### config.mk
export PLATFORM = sky130hd
export DESIGN_NAME = bmp_row_color_depth_converter
export DESIGN_NICKNAME = d
export VERILOG_FILES = /design/src/bmpcdc_pkg.sv /design/src/bmpcdc_front.sv /design/src/bmpcdc_queue.sv /design/src/bmpcdc_back.sv /design/src/bmp_row_color_depth_converter.sv
export SDC_FILE = /design/constraint.sdc
export NUM_CORES = 1
export LEC_CHECK = 0
export BUFFER_PORTS_ARGS = -buffer_cell sky130_fd_sc_hd__buf_2
export CORE_MARGIN = 5
export CORE_UTILIZATION = 56
export DETAILED_ROUTE_END_ITERATION = 12
export PLACE_DENSITY = 0.76
export RECOVER_POWER = 25
export SLEW_MARGIN = 15
export SYNTH_ARGS = -nofsm -noshare
export SYNTH_HDL_FRONTEND = slang
export SYNTH_SLANG_ARGS = --single-unit
### constraint.sdc
create_clock -name aclk -period 6.9 [get_ports aclk]
set_input_delay 1.38 -clock aclk [delete_from_list [all_inputs] [get_ports aclk]]
set_output_delay 1.38 -clock aclk [all_outputs]
set_load 0.02 [all_outputs]
### src/bmpcdc_pkg.sv
// bmpcdc_pkg: shared types, register codes and the 5-to-8 bit expansion table
// for the bmp row color depth converter; no dependencies
`timescale 1ns / 1ps
`default_nettype none

package bmpcdc_pkg;

    localparam int MAX_WIDTH_DEF = 4096;

    localparam int WIDTH_BITS = 13;
    localparam int CFG_IDX_BITS = 2;

    // configuration register indexes
    localparam logic [CFG_IDX_BITS-1:0] REG_MODE  = 2'd0;
    localparam logic [CFG_IDX_BITS-1:0] REG_WIDTH = 2'd1;

    // conversion modes
    localparam logic MODE_TO555 = 1'b0;
    localparam logic MODE_TO888 = 1'b1;

    localparam int QUEUE_DEPTH = 4;
    localparam int QPTR_BITS = $clog2(QUEUE_DEPTH);

    // floor(x * 255 / 31) for every 5-bit x, entry 0 leftmost
    localparam logic [0:31][7:0] EXPAND5_LUT = {
        8'd0,   8'd8,   8'd16,  8'd24,  8'd32,  8'd41,  8'd49,  8'd57,
        8'd65,  8'd74,  8'd82,  8'd90,  8'd98,  8'd106, 8'd115, 8'd123,
        8'd131, 8'd139, 8'd148, 8'd156, 8'd164, 8'd172, 8'd180, 8'd189,
        8'd197, 8'd205, 8'd213, 8'd222, 8'd230, 8'd238, 8'd246, 8'd255
    };

    // one finished pixel: up to three data bytes, then zero padding
    typedef struct packed {
        logic [2:0][7:0] data;
        logic [2:0]      count;
        logic            row_end;
    } job_t;

endpackage

`default_nettype wire

### src/bmpcdc_front.sv
// bmpcdc_front: configuration registers, row and pixel tracking, pixel packing
// depends on bmpcdc_pkg
`timescale 1ns / 1ps
`default_nettype none

module bmpcdc_front #(
    parameter int MAX_WIDTH = bmpcdc_pkg::MAX_WIDTH_DEF
) (
    input  wire                                  aclk,
    input  wire                                  aresetn,
    input  wire                                  cfg_wr_en,
    input  wire  [bmpcdc_pkg::CFG_IDX_BITS-1:0]  cfg_index,
    input  wire  [bmpcdc_pkg::WIDTH_BITS-1:0]    cfg_data,
    input  wire                                  s_valid,
    output logic                                 s_ready,
    input  wire  [7:0]                           s_in_byte,
    input  wire                                  q_full,
    output logic                                 q_push,
    output bmpcdc_pkg::job_t                     q_job
);

    localparam int CW = $clog2(MAX_WIDTH * 3 + 4);

    logic                              mode_reg, mode_next;
    logic [bmpcdc_pkg::WIDTH_BITS-1:0] width_reg, width_next;
    logic [CW-1:0]                     cnt_reg, cnt_next;
    logic [1:0]                        phase_reg, phase_next;
    logic [15:0]                       held_reg, held_next;

    logic [31:0]   w32;
    logic [CW-1:0] w_c;
    logic [CW-1:0] data_len;
    logic [CW-1:0] src_len;
    logic [CW-1:0] cnt_inc;
    logic [1:0]    src_pad;
    logic [1:0]    out_len_lo;
    logic [1:0]    out_pad;
    logic          accept;
    logic          in_range;
    logic          done;
    logic          last_pix;
    logic [15:0]   word;

    // clamp the row width into the supported range
    always_comb begin
        w32 = 32'(width_reg);
        if (w32 == 32'd0) begin
            w32 = 32'd1;
        end else if (w32 > 32'(MAX_WIDTH)) begin
            w32 = 32'(MAX_WIDTH);
        end
    end

    assign w_c        = CW'(w32);
    assign data_len   = (mode_reg == bmpcdc_pkg::MODE_TO555) ? (w_c + (w_c << 1)) : (w_c << 1);
    assign src_pad    = 2'(3'd4 - {1'b0, data_len[1:0]});
    assign src_len    = data_len + CW'(src_pad);
    assign out_len_lo = (mode_reg == bmpcdc_pkg::MODE_TO555) ? {w_c[0], 1'b0}
                                                             : 2'(w_c[1:0] + {w_c[0], 1'b0});
    assign out_pad    = 2'(3'd4 - {1'b0, out_len_lo});

    assign s_ready  = ~q_full;
    assign accept   = s_valid & s_ready;
    assign in_range = cnt_reg < data_len;
    assign done     = in_range & ((mode_reg == bmpcdc_pkg::MODE_TO555) ? (phase_reg == 2'd2)
                                                                       : (phase_reg == 2'd1));
    assign last_pix = cnt_reg == (data_len - CW'(1));
    assign cnt_inc  = cnt_reg + CW'(1);
    assign word     = {s_in_byte, held_reg[7:0]};

    // pack the finished pixel
    always_comb begin
        q_job = '0;
        if (mode_reg == bmpcdc_pkg::MODE_TO555) begin
            q_job.data[0] = {held_reg[13:11], held_reg[7:3]};
            q_job.data[1] = {1'b0, s_in_byte[7:3], held_reg[15:14]};
            q_job.data[2] = 8'd0;
            q_job.count   = 3'd2 + {1'b0, (last_pix ? out_pad : 2'd0)};
        end else begin
            q_job.data[0] = bmpcdc_pkg::EXPAND5_LUT[word[4:0]];
            q_job.data[1] = bmpcdc_pkg::EXPAND5_LUT[word[9:5]];
            q_job.data[2] = bmpcdc_pkg::EXPAND5_LUT[word[14:10]];
            q_job.count   = 3'd3 + {1'b0, (last_pix ? out_pad : 2'd0)};
        end
        q_job.row_end = last_pix;
    end

    assign q_push = accept & done;

    always_comb begin
        mode_next  = mode_reg;
        width_next = width_reg;
        cnt_next   = cnt_reg;
        phase_next = phase_reg;
        held_next  = held_reg;
        if (cfg_wr_en) begin
            if (cfg_index == bmpcdc_pkg::REG_MODE) begin
                mode_next  = cfg_data[0];
                cnt_next   = '0;
                phase_next = 2'd0;
                held_next  = 16'd0;
            end else if (cfg_index == bmpcdc_pkg::REG_WIDTH) begin
                width_next = cfg_data;
                cnt_next   = '0;
                phase_next = 2'd0;
                held_next  = 16'd0;
            end
        end else if (accept) begin
            if (in_range) begin
                if (done) begin
                    phase_next = 2'd0;
                    held_next  = 16'd0;
                end else if (phase_reg == 2'd0) begin
                    phase_next = 2'd1;
                    held_next  = {8'd0, s_in_byte};
                end else begin
                    phase_next = 2'd2;
                    held_next  = {s_in_byte, held_reg[7:0]};
                end
            end
            // source padding bytes only advance the count
            if (cnt_inc >= src_len) begin
                cnt_next   = '0;
                phase_next = 2'd0;
                held_next  = 16'd0;
            end else begin
                cnt_next = cnt_inc;
            end
        end
    end

    always_ff @(posedge aclk) begin
        if (!aresetn) begin
            mode_reg  <= bmpcdc_pkg::MODE_TO555;
            width_reg <= bmpcdc_pkg::WIDTH_BITS'(1);
            cnt_reg   <= '0;
            phase_reg <= 2'd0;
            held_reg  <= 16'd0;
        end else begin
            mode_reg  <= mode_next;
            width_reg <= width_next;
            cnt_reg   <= cnt_next;
            phase_reg <= phase_next;
            held_reg  <= held_next;
        end
    end

endmodule

`default_nettype wire

### src/bmpcdc_queue.sv
// bmpcdc_queue: short pixel queue between the front and back parts
// depends on bmpcdc_pkg
`timescale 1ns / 1ps
`default_nettype none

module bmpcdc_queue (
    input  wire                aclk,
    input  wire                aresetn,
    input  wire                push,
    input  bmpcdc_pkg::job_t   push_job,
    output logic               full,
    input  wire                pop,
    output logic               head_valid,
    output bmpcdc_pkg::job_t   head_job
);

    localparam int PW = bmpcdc_pkg::QPTR_BITS;

    bmpcdc_pkg::job_t slots_reg [bmpcdc_pkg::QUEUE_DEPTH];
    logic [PW-1:0]    wr_ptr_reg, wr_ptr_next;
    logic [PW-1:0]    rd_ptr_reg, rd_ptr_next;
    logic [PW:0]      count_reg, count_next;
    logic             do_push;
    logic             do_pop;

    assign full       = count_reg == (PW+1)'(bmpcdc_pkg::QUEUE_DEPTH);
    assign head_valid = count_reg != '0;
    assign head_job   = slots_reg[rd_ptr_reg];
    assign do_push    = push & ~full;
    assign do_pop     = pop & head_valid;

    always_comb begin
        wr_ptr_next = do_push ? PW'(wr_ptr_reg + PW'(1)) : wr_ptr_reg;
        rd_ptr_next = do_pop ? PW'(rd_ptr_reg + PW'(1)) : rd_ptr_reg;
        count_next  = count_reg;
        if (do_push && !do_pop) begin
            count_next = count_reg + (PW+1)'(1);
        end else if (do_pop && !do_push) begin
            count_next = count_reg - (PW+1)'(1);
        end
    end

    always_ff @(posedge aclk) begin
        if (do_push) begin
            slots_reg[wr_ptr_reg] <= push_job;
        end
    end

    always_ff @(posedge aclk) begin
        if (!aresetn) begin
            wr_ptr_reg <= '0;
            rd_ptr_reg <= '0;
            count_reg  <= '0;
        end else begin
            wr_ptr_reg <= wr_ptr_next;
            rd_ptr_reg <= rd_ptr_next;
            count_reg  <= count_next;
        end
    end

endmodule

`default_nettype wire

### src/bmpcdc_back.sv
// bmpcdc_back: sends each queued pixel out one byte per beat, then row padding
// depends on bmpcdc_pkg
`timescale 1ns / 1ps
`default_nettype none

module bmpcdc_back (
    input  wire                aclk,
    input  wire                aresetn,
    input  wire                head_valid,
    input  bmpcdc_pkg::job_t   head_job,
    output logic               pop,
    output logic               m_valid,
    input  wire                m_ready,
    output logic [7:0]         m_out_byte,
    output logic               m_row_end,
    output logic               m_last
);

    logic [2:0] idx_reg, idx_next;
    logic       valid_reg, valid_next;
    logic [7:0] byte_reg, byte_next;
    logic       row_end_reg, row_end_next;
    logic       last_reg, last_next;
    logic       load;
    logic       final_beat;

    assign load       = head_valid & (~valid_reg | m_ready);
    assign final_beat = idx_reg == (head_job.count - 3'd1);
    assign pop        = load & final_beat;

    always_comb begin
        idx_next     = idx_reg;
        valid_next   = valid_reg & ~m_ready;
        byte_next    = byte_reg;
        row_end_next = row_end_reg;
        last_next    = last_reg;
        if (load) begin
            valid_next   = 1'b1;
            // past the data bytes only zero padding remains
            byte_next    = (idx_reg < 3'd3) ? head_job.data[idx_reg[1:0]] : 8'd0;
            row_end_next = final_beat & head_job.row_end;
            last_next    = final_beat;
            idx_next     = final_beat ? 3'd0 : idx_reg + 3'd1;
        end
    end

    always_ff @(posedge aclk) begin
        byte_reg    <= byte_next;
        row_end_reg <= row_end_next;
        last_reg    <= last_next;
    end

    always_ff @(posedge aclk) begin
        if (!aresetn) begin
            idx_reg   <= 3'd0;
            valid_reg <= 1'b0;
        end else begin
            idx_reg   <= idx_next;
            valid_reg <= valid_next;
        end
    end

    assign m_valid    = valid_reg;
    assign m_out_byte = byte_reg;
    assign m_row_end  = row_end_reg;
    assign m_last     = last_reg;

endmodule

`default_nettype wire

### src/bmp_row_color_depth_converter.sv
// bmp_row_color_depth_converter: bgr888 <-> rgb555 bmp pixel array converter
// a byte completing a pixel goes into the pixel queue, then its first result beat
// is registered in the back part; throughput: one source byte per cycle while the
// 4-entry pixel queue has room; back part sends one result beat per cycle while
// m_ready is high; 555 to 888 makes 3 bytes (plus row padding) per 2 source bytes
// reset: synchronous active low; mode 0, width 1, row restarted, queue emptied
`timescale 1ns / 1ps
`default_nettype none

module bmp_row_color_depth_converter #(
    parameter int MAX_WIDTH = bmpcdc_pkg::MAX_WIDTH_DEF
) (
    input  wire                                  aclk,
    input  wire                                  aresetn,
    input  wire                                  cfg_wr_en,
    input  wire  [bmpcdc_pkg::CFG_IDX_BITS-1:0]  cfg_index,
    input  wire  [bmpcdc_pkg::WIDTH_BITS-1:0]    cfg_data,
    input  wire                                  s_valid,
    output logic                                 s_ready,
    input  wire  [7:0]                           s_in_byte,
    output logic                                 m_valid,
    input  wire                                  m_ready,
    output logic [7:0]                           m_out_byte,
    output logic                                 m_row_end,
    output logic                                 m_last
);

    logic             q_full;
    logic             q_push;
    bmpcdc_pkg::job_t q_job;
    logic             q_pop;
    logic             q_head_valid;
    bmpcdc_pkg::job_t q_head_job;

    bmpcdc_front #(
        .MAX_WIDTH (MAX_WIDTH)
    ) u_front (
        .aclk      (aclk),
        .aresetn   (aresetn),
        .cfg_wr_en (cfg_wr_en),
        .cfg_index (cfg_index),
        .cfg_data  (cfg_data),
        .s_valid   (s_valid),
        .s_ready   (s_ready),
        .s_in_byte (s_in_byte),
        .q_full    (q_full),
        .q_push    (q_push),
        .q_job     (q_job)
    );

    bmpcdc_queue u_queue (
        .aclk       (aclk),
        .aresetn    (aresetn),
        .push       (q_push),
        .push_job   (q_job),
        .full       (q_full),
        .pop        (q_pop),
        .head_valid (q_head_valid),
        .head_job   (q_head_job)
    );

    bmpcdc_back u_back (
        .aclk       (aclk),
        .aresetn    (aresetn),
        .head_valid (q_head_valid),
        .head_job   (q_head_job),
        .pop        (q_pop),
        .m_valid    (m_valid),
        .m_ready    (m_ready),
        .m_out_byte (m_out_byte),
        .m_row_end  (m_row_end),
        .m_last     (m_last)
    );

endmodule

`default_nettype wire
After elaboration in Yosys (flattened, before gate mapping)
Memory sizes are Yosys's and may differ from the RTL's. A register that Yosys moved wholly into a read port is not among the register bits.
Cells that the tools add are included.
{ "totals": {"regBits": 67, "in_bits": 28, "ram_bits": 112, "memories": 4, "out_inout_bits": 12, "latch_bits": 0, "mem_bits_ro": 768, "elab_cells": 126} }
{ "memory_table": {"columns": ["name", "depth", "word_bits", "rd", "rd_clocked_by_memory_dff", "wr", "line", "rtl"], "rows": [
  ["(no name shown)", 32, 8, 1, 0, 0, "bmpcdc_front.sv:80", "q_job.data[0] = bmpcdc_pkg::EXPAND5_LUT[word[4:0]];"],
  ["(no name shown)", 32, 8, 1, 0, 0, "bmpcdc_front.sv:81", "q_job.data[1] = bmpcdc_pkg::EXPAND5_LUT[word[9:5]];"],
  ["(no name shown)", 32, 8, 1, 0, 0, "bmpcdc_front.sv:82", "q_job.data[2] = bmpcdc_pkg::EXPAND5_LUT[word[14:10]];"],
  ["u_queue.slots_reg", 4, 28, 1, 1, 1, "bmpcdc_queue.sv:19", "bmpcdc_pkg::job_t slots_reg [bmpcdc_pkg::QUEUE_DEPTH];"]
]} }
{ "op_classes": {"n_mux": 44, "bitwise_logic": 17, "addsub": 15, "n_reduce_logical": 17, "eq_ne": 7, "div": 0, "order_cmp": 8, "multipliers": 0, "shift": 0} }
{ "op_table": {"columns": ["cell", "n"], "rows": [
  ["$mux 16", 8],
  ["$mux 14", 6],
  ["$mux 8", 7],
  ["$mux 27", 1],
  ["$mux 13", 2],
  ["$mux 2", 12],
  ["$ge 6x6->1 const B", 3],
  ["$not 5->6", 3],
  ["$bmux 8 s2", 1],
  ["$add 14x1->14 const B", 1],
  ["$add 14x14->14", 1],
  ["$add 14x2->14", 1],
  ["$eq 14x14->1", 1],
  ["$ge 14x14->1", 1],
  ["$lt 14x14->1", 1],
  ["$sub 14x1->14 const B", 1],
  ["$gt 13x13->1 const B", 1],
  ["$logic_not 13->1", 1],
  ["$and 1x1->1", 9],
  ["$mux 3", 3],
  ["$add 2x2->3 const A", 2],
  ["$add 3x1->3 const B", 2],
  ["$reduce_and 3->1", 2],
  ["$reduce_bool 3->1", 2],
  ["other kinds (21)", 36]
]} }

Longest topological paths before layout
Gate-level depths: netlist (run 1).
{ "logic_depth": {"word_depth": 13, "depth_mapped": 29, "depth_no_buf": 26} }

Cells and area by module
From an unflattened synthesis (run 1), not the netlist that was laid out.
{ "hier_totals": {"hier_cells": 891, "hier_area_um2": 10054.6} }
{ "modules_own_cells": {"columns": ["mod", "cells_per_inst", "n_inst", "area_per_inst_um2", "seq_area_each_um2"], "rows": [
  ["bmpcdc_front", 621, 1, 4707.0, 860.8],
  ["bmpcdc_queue", 194, 1, 4576.9, 3543.4],
  ["bmpcdc_back", 76, 1, 770.7, 380.4]
]} }

Worst setup path after synthesis (run 1)
No wires, ideal clock.
{ "synth_path": {"path_type": "reg-to-reg", "start": "register u_front.width_reg[12] in the netlist's numbering", "end": "register u_queue.count_reg[2]", "arrival_time_ps": 6358, "t_required_ps": 6830, "path_buffers": 4, "synth_period_minus_slack_ps": 6428, "stages_incl_launch_ff": 29, "slack_ps": 472, "setup_time_ps": 70, "path_cell_list": "dfxtp_1 clkbuf_1 clkbuf_1 or2_2 clkbuf_1 inv_1 ha_1 fa_1 clkbuf_1 o211a_1 a211o_1 a32oi_2 a31o_2 a21oi_1 o31ai_1 inv_1 ha_1 a21o_1 a21o_1 a21o_1 nor3_1 nand4_1 a21oi_1 ha_1 inv_1 fa_1 xor2_1 or3_1 a21oi_1"} }
{ "synth_via": {"elab_chain_cells": 12, "word_cells_on_any_way": 15, "classes_between": "add/sub (1); order compare (2); mux (4); bitwise (3); reduce/logical (5)"} }
{ "synth_rtl": {"columns": ["item", "line", "rtl"], "rows": [
  ["from (decl)", "bmpcdc_front.sv:25", "logic [bmpcdc_pkg::WIDTH_BITS-1:0] width_reg, width_next;"],
  ["from (signal assigned)", "bmpcdc_front.sv:135", "width_reg <= bmpcdc_pkg::WIDTH_BITS'(1);"],
  ["from (signal assigned)", "bmpcdc_front.sv:141", "width_reg <= width_next;"],
  ["$gt 13x13->1", "bmpcdc_front.sv:49", "end else if (w32 > 32'(MAX_WIDTH)) begin"],
  ["$mux 13", "bmpcdc_front.sv:49", null],
  ["$mux 13 *", "bmpcdc_front.sv:47", "if (w32 == 32'd0) begin"],
  ["$add 14x14->14", "bmpcdc_front.sv:55", "assign data_len = (mode_reg == bmpcdc_pkg::MODE_TO555) ? (w_c + (w_c << 1)) : (w_c << 1);"],
  ["$mux 14 *", "bmpcdc_front.sv:55", null],
  ["$lt 14x14->1 *", "bmpcdc_front.sv:64", "assign in_range = cnt_reg < data_len;"],
  ["$and 1x1->1 *", "bmpcdc_front.sv:65", "assign done = in_range & ((mode_reg == bmpcdc_pkg::MODE_TO555) ? (phase_reg == 2'd2)"],
  ["$and 1x1->1 *", "bmpcdc_front.sv:88", "assign q_push = accept & done;"],
  ["$and 1x1->1 *", "bmpcdc_queue.sv:29", "assign do_push = push & ~full;"],
  ["named net u_queue.do_push", "bmpcdc_queue.sv:23", "logic do_push;"],
  ["$logic_not 1->1", "bmpcdc_queue.sv:38", "end else if (do_pop && !do_push) begin"],
  ["$logic_and 1x1->1", "bmpcdc_queue.sv:38", null],
  ["$reduce_bool 2->1 (no line)", null, null],
  ["to (signal assigned)", "bmpcdc_queue.sv:57", "count_reg <= count_next;"],
  ["to (decl)", "bmpcdc_queue.sv:22", "logic [PW:0] count_reg, count_next;"]
]} }
Mark *: on every way through the listed nets, which the timed path passes. The rest lies on a longest branch.
A chain may end at the register's enable or synchronous reset.

Final worst setup path (run 1)
{ "layout_path": {"start": "register u_front.width_reg[6] in the netlist's numbering", "end": "register u_queue.count_reg[2]"} }
Same word-level chain as after synthesis.

==> flow_metrics.env, run 1 <==
export IMPL_cp_data_required_time_ps=7260
export IMPL_syn2layout_area_growth_pct=9.31
export IMPL_cp_slowest_stage_delay_ps=430
export IMPL_drc=0
export IMPL_multi_input_area_um2=4860
export IMPL_dr_pass1_iters=4
export IMPL_fp_coreArea_um2=17800
export IMPL_synth_top_family_by_area="compound AO/OA/AOI/OAI gates"
export IMPL_synth_top_area_cell="edfxtp_1"
export IMPL_fillCellCount=1413
export IMPL_synth_xor_area_share_pct=3.84
export IMPL_worstPathArrival_ps=6790
export IMPL_port_buffers=39
export IMPL_crit_type="reg2reg"
export IMPL_synthCells=926
export IMPL_routed_wl_mm=22.5
export IMPL_start_kind="flip-flop"
export IMPL_finalNonFillerCells=1186
export IMPL_largest_register_ffs=112
export IMPL_die_h_um=144
export IMPL_drtIter0Drc=588
export IMPL_rsz0062_at_grt="no"
export IMPL_regArea_um2=4790
export IMPL_finalCriticalPeriod_ps=6430
export IMPL_yosys_top_cells_count="edfxtp_1 (122), nand2_1 (77), nor2_1 (70)"
export IMPL_vias_per_cell=6.20
export IMPL_critPathSlowestCell="dfxtp_1"
export IMPL_final_layout_size_suffix_gt1_share_pct=14.1
export IMPL_synth_most_common_cell="edfxtp_1"
export IMPL_initial_utilization_pct=56.4
export IMPL_synth_seq_cells=178
export IMPL_fin_crit_sh_pct=93.2
export IMPL_leakage_nw=3.88
export IMPL_clkSinkCount=178
export IMPL_vias=7359
export IMPL_power_density_nw_per_um2=231
export IMPL_dp_final_hpwl_mm=15.5
export IMPL_final_core_util_pct=61.7
export IMPL_maxCapViolations=0
export IMPL_cts_buffers=17
export IMPL_synth_mux_area_share_pct=8.58
export IMPL_setup_violations_final=0
export IMPL_ys_dominant_reg_cell="edfxtp_1"
export IMPL_yosys_warnings=0
export IMPL_yosysSeqAreaShare_pct=47.7
export IMPL_grt_use_total_pct=22.6
export IMPL_synth_edff_count=122
export IMPL_status="finished, final reports clean"
export IMPL_final_hold_violation_count=0
export IMPL_cts_tree="yes"
export IMPL_ir_drop_uv=200
export IMPL_yosys_top_cells_area="edfxtp_1 (37%), dfxtp_1 (11%), mux4_2 (6.3%)"
export IMPL_synthesis_area_um2=10000
export IMPL_grt_pass1_vias=6899
export IMPL_synth_simple_area_share_pct=14.9
export IMPL_setup_tns_ps=0
export IMPL_avgSynthCellArea_um2=10.8
export IMPL_yosysUniqueCellTypes=77
export IMPL_place_inst=1155
export IMPL_synthAdderAreaFrac_pct=5.88
export IMPL_dieArea_um2=20700
export IMPL_clk_pin_slew_worst_paths_ps=70
export IMPL_cts_htree_levels=4
export IMPL_clk_latency_ps=430
export IMPL_synth_top_area_share_pct=36.5
export IMPL_path_max_fanout=9
export IMPL_final_antenna_net_count=0
export IMPL_grt_max_degree=75
export IMPL_place_congestion=0.868
export IMPL_synthArstFlopShare_pct=0
export IMPL_worstMarginPinSlew_ps=946
export IMPL_slew_headroom_pct=36.9
export IMPL_synth_compound_area_share_pct=15.0
export IMPL_slew_viol_final=0
export IMPL_antenna_found_initial=0
export IMPL_root_buffer="clkbuf_16"
export IMPL_die_width_um=144
export IMPL_fin_skew_ps=13.4
export IMPL_cp_common_cell="a21o_1"
export IMPL_grt_pass1_wl_mm=36.3
export IMPL_fin_nets=1019
export IMPL_ioPinCount=40
export IMPL_cts_path_max_buffers=2
export IMPL_routedWlPerCell_um=19.0
export IMPL_insertedDiodeCount=0
export IMPL_synthesis_nets=1000
export IMPL_num_rows=49
export IMPL_max_freq_mhz=155
export IMPL_hold_class="reg2reg"
export IMPL_gr_total_overflow=0
export IMPL_end_kind="flip-flop"
==> critical path: cells and delay by family (launching register included) <==
family | cells | cell delay, ps
fa+ha+maj | 5 | 1480
buf+inv | 3 | 350
flops | 1 | 430
compound gates | 11 | 2260
xor+xnor | 1 | 170
simple gates | 6 | 1650
==> cell families (layout without fill, tap and decap cells) <==
family / count (synthesis) / count (layout)
AND/OR/NAND/NOR: 291 / 291
adder cells (fa/ha/maj): 46 / 46
AO/OA/AOI/OAI: 218 / 218
multiplexers: 50 / 50
buffers and inverters: 99 / 130
flip-flops: 178 / 178
XOR/XNOR: 44 / 44
==> layout make-up <==
class | instances | share of cell area (%)
Tap cell | 229 | 2.61
Timing Repair Buffer | 60 | 3.09
Clock buffer | 20 | 3.98
Clock inverter | 11 | 1.09
Multi-Input combinational cell | 649 | 44.3
Sequential cell | 178 | 43.6
Inverter | 39 | 1.33
==> per-stage QoR <==
| step | hold WS [ps] | instance area (um^2) | power (mW) | setup slack (ps) |
|---|---|---|---|---|
| 2_1_floorplan | 465 | 10000 | 1.51 | 472 |
| 3_3_place_gp | 455 | 10400 | 1.61 | 600 |
| 3_5_place_dp | 462 | 10400 | 1.62 | 356 |
| 4_1_cts | 471 | 11000 | 2.55 | 314 |
| 5_1_grt | 516 | 11000 | 2.64 | 11.1 |
| 6_report | 466 | 11000 | 2.54 | 468 |
==> cells in the final DEF (no fill, tap or decap), drive strengths merged, types with 8 or more instances in the layout <==
cell     instances
edfxtp         122
nand2           77
nor2            70
a21oi           58
dfxtp           56
buf             51
inv             47
ha              44
nand3           35
o21ai           34
xnor2           33
clkbuf          29
mux4            28
nor3            19
nor2b           18
o21a            17
mux2i           14
and2            13
a22oi           12
a211oi          11
o2bb2ai         11
xor2            11
a21o            10
nand2b           8
mux2             8
nor4             8
==> report_power, final <==
| group | switching (mW) | internal [mW] | total (mW) |
|---|---|---|---|
| clock network | 0.431 | 0.508 | 0.939 |
| logic | 0.226 | 0.139 | 0.365 |
| registers | 0.0393 | 1.19 | 1.23 |
| total | 0.696 | 1.84 | 2.54 |
==> worst paths after layout <==
| kind | start | to | slack (ps) | cells past startpoint |
|---|---|---|---|---|
| setup reg to reg | u_front.width_reg[6] | u_queue.count_reg[2] | 470 | 26 |
| hold reg to reg | u_back.m_valid | u_back.m_valid | 470 | 2 |
| hold / removal | u_back.m_valid | u_back.m_valid | 470 | 2 |
| setup / recovery | u_front.width_reg[6] | u_queue.count_reg[2] | 470 | 26 |
==> repair_timing <==
action / 4_1_cts / 5_1_grt
resized for setup: 0 / 5
endpoints found under the setup margin: 0 / 15
setup buffers: 0 / 0
hold endpoints to repair: 0 / 0
hold buffers: 0 / 0
==> routing by layer <==
metal / global-route usage, % / part of all wire, %
met5: 0 / 0
met4: 6.84 / 1.9
met2: 35.4 / 47
met3: 4.06 / 6.0
met1: 32.3 / 45
Power figures use the tool's default switching activity.
==> inputs of run 2 (changes only) <==
--- a/config.mk
+++ b/config.mk
@@ -9,7 +9,7 @@
 export CORE_MARGIN = 5
 export CORE_UTILIZATION = 56
 export DETAILED_ROUTE_END_ITERATION = 12
-export PLACE_DENSITY = 0.76
+export PLACE_DENSITY_LB_ADDON = 0.05
 export RECOVER_POWER = 25
 export SLEW_MARGIN = 15
 export SYNTH_ARGS = -nofsm -noshare
==> run 2 against run 1 <==
Against the previous run:
- register-to-register slack improved by 70 ps
- total power decreased by 0.11%
- combinational power decreased by 2%
- fmax increased by 1.1%
- worst hold slack improved by 0.63 ps
- critical path depth unchanged
- final cell count decreased by 0.17%
- non-clock buffer count decreased by 3
- global-route usage increased by 0.14 points
- critical endpoint unchanged
- via count decreased by 1.4%
==> flow_metrics.env, run 2 (same netlist as run 1, synthesis figures left out) <==
export IMPL_status="finished, final reports clean"
export IMPL_final_layout_size_suffix_gt1_share_pct=14.8
export IMPL_slew_headroom_pct=4.23
export IMPL_max_freq_mhz=157
export IMPL_num_rows=49
export IMPL_place_inst=1151
export IMPL_cts_path_max_buffers=2
export IMPL_hold_class="reg2reg"
export IMPL_clk_pin_slew_worst_paths_ps=70
export IMPL_fin_skew_ps=12.6
export IMPL_vias=7254
export IMPL_rsz0062_at_grt="no"
export IMPL_syn2layout_area_growth_pct=9.40
export IMPL_final_core_util_pct=61.8
export IMPL_ir_drop_uv=182
export IMPL_timing_final_ws_setup_ps=540
export IMPL_cp_common_cell="a21o_1"
export IMPL_total_power_mw=2.53
export IMPL_finalNonFillerCells=1184
export IMPL_maxCapViolations=0
export IMPL_final_hold_violation_count=0
export IMPL_ctsHoldBuffers=0
export IMPL_setup_tns_ps=0
export IMPL_dp_final_hpwl_mm=15.8
export IMPL_multi_input_area_um2=4850
export IMPL_final_common_cell="edfxtp_1"
export IMPL_p_int_mw=1.82
export IMPL_grt_pass1_vias=7230
export IMPL_power_density_nw_per_um2=231
export IMPL_worstMarginPinSlew_ps=1440
export IMPL_fin_crit_sh_pct=92.2
export IMPL_antenna_found_initial=0
export IMPL_routed_wl_mm=22.5
export IMPL_gr_total_overflow=0
export IMPL_finalCriticalPeriod_ps=6360
export IMPL_p_switching_mw=0.717
export IMPL_clk_latency_ps=430
export IMPL_dr_pass1_iters=5
export IMPL_fp_coreArea_um2=17800
export IMPL_end_kind="flip-flop"
export IMPL_share_comb_of_total_power_pct=14.2
export IMPL_cts_tree="yes"
export IMPL_setup_violations_final=0
export IMPL_fin_nets=1016
export IMPL_final_antenna_net_count=0
export IMPL_die_width_um=144
export IMPL_grt_use_total_pct=22.7
export IMPL_routedWlPerCell_um=19.0
export IMPL_regArea_um2=4790
export IMPL_p_sw_share_pct=28.3
export IMPL_vias_per_cell=6.13
export IMPL_grt_pass1_wl_mm=36.9
export IMPL_largest_register_ffs=112
export IMPL_cts_buffers=17
export IMPL_cp_slowest_stage_delay_ps=420
export IMPL_slew_viol_final=0
export IMPL_initial_utilization_pct=56.4
export IMPL_place_ws_ps=320
export IMPL_power_share_clock_pct=37.1
export IMPL_die_h_um=144
export IMPL_clkSinkCount=178
export IMPL_fillCellCount=1443
export IMPL_worstPathArrival_ps=6720
export IMPL_layout_common_cells="edfxtp_1 (122), nand2_1 (77), nor2_1 (70)"
export IMPL_drc=0
export IMPL_path_max_fanout=8
export IMPL_crit_type="reg2reg"
export IMPL_insertedDiodeCount=0
export IMPL_ioPinCount=40
export IMPL_critPathSlowestCell="dfxtp_1"
export IMPL_grt_max_degree=45
export IMPL_place_congestion=0.863
export IMPL_port_buffers=39
export IMPL_p_seq_share_pct=48.7
export IMPL_root_buffer="clkbuf_16"
export IMPL_drtIter0Drc=644
export IMPL_cp_data_required_time_ps=7260
export IMPL_start_kind="flip-flop"
export IMPL_dieArea_um2=20700
export IMPL_cts_htree_levels=4
export IMPL_leakage_nw=3.88
==> run 2: changes by cell type in the layout (fill, tap and decap cells not counted), sizes merged <==
cell      delta
inv          -1
clkinvlp     +1
clkbuf       -7
bufinv       -1
buf          +1
clkinv       +5
==> run 2: worst paths after layout <==
path                        start                   end  slack [ps]  cells after the start
min                u_back.m_valid        u_back.m_valid         470                      2
max          u_front.width_reg[5]  u_queue.count_reg[2]         540                     26
min reg2reg        u_back.m_valid        u_back.m_valid         470                      2
max reg2reg  u_front.width_reg[5]  u_queue.count_reg[2]         540                     26
==> run 2: through the flow <==
stage	hold WS [ps]	cell area (um^2)
finish	467	11000
global route	504	11000
CTS	470	11000
detailed placement	460	10400
global placement	452	10400
floorplan	465	10000
==> run 2: critical path, delay by kind of cell, from the launching register on <==
kind,cells,cell delay [ps]
and+or+nand+nor,6,1570
DFF,1,420
buffers and inverters,3,360
AOI/OAI and AO/OA,11,2230
xor gates and xnor gates,1,180
adders and majority gates,5,1510
==> run 2: power by group through the flow <==
stage                     clock [mW]  combinational [mW]  sequential [mW]
after global placement             0               0.350             1.26
after detailed placement           0               0.362             1.26
after global routing            1.00               0.397             1.24
final                          0.939               0.359             1.23
after CTS                      0.958               0.364             1.23
after floorplan                    0               0.252             1.26
==> run 2: final cells by class <==
| class | instances | area share [%] |
|---|---|---|
| Tap cell | 229 | 2.61 |
| Inverter | 39 | 1.33 |
| Multi-Input combinational cell | 649 | 44.2 |
| Clock buffer | 17 | 3.87 |
| Clock inverter | 15 | 1.49 |
| Sequential cell | 178 | 43.6 |
| Timing Repair Buffer | 57 | 2.91 |
==> run 2: timing repair <==
action                     CTS  global route
setup buffers                0             1
resized for setup            0             3
setup endpoints to repair    0            20
==> run 2: per-layer routing <==
| metal | vias up | GRT usage, % | share of wire (%) |
|---|---|---|---|
| li1 | 3497 | - | - |
| met1 | 3585 | 27.9 | 43 |
| met2 | 141 | 40.6 | 52 |
| met3 | 31 | 4.09 | 3.1 |
| met4 | 0 | 7.23 | 2.0 |
| met5 | - | 0 | 0 |
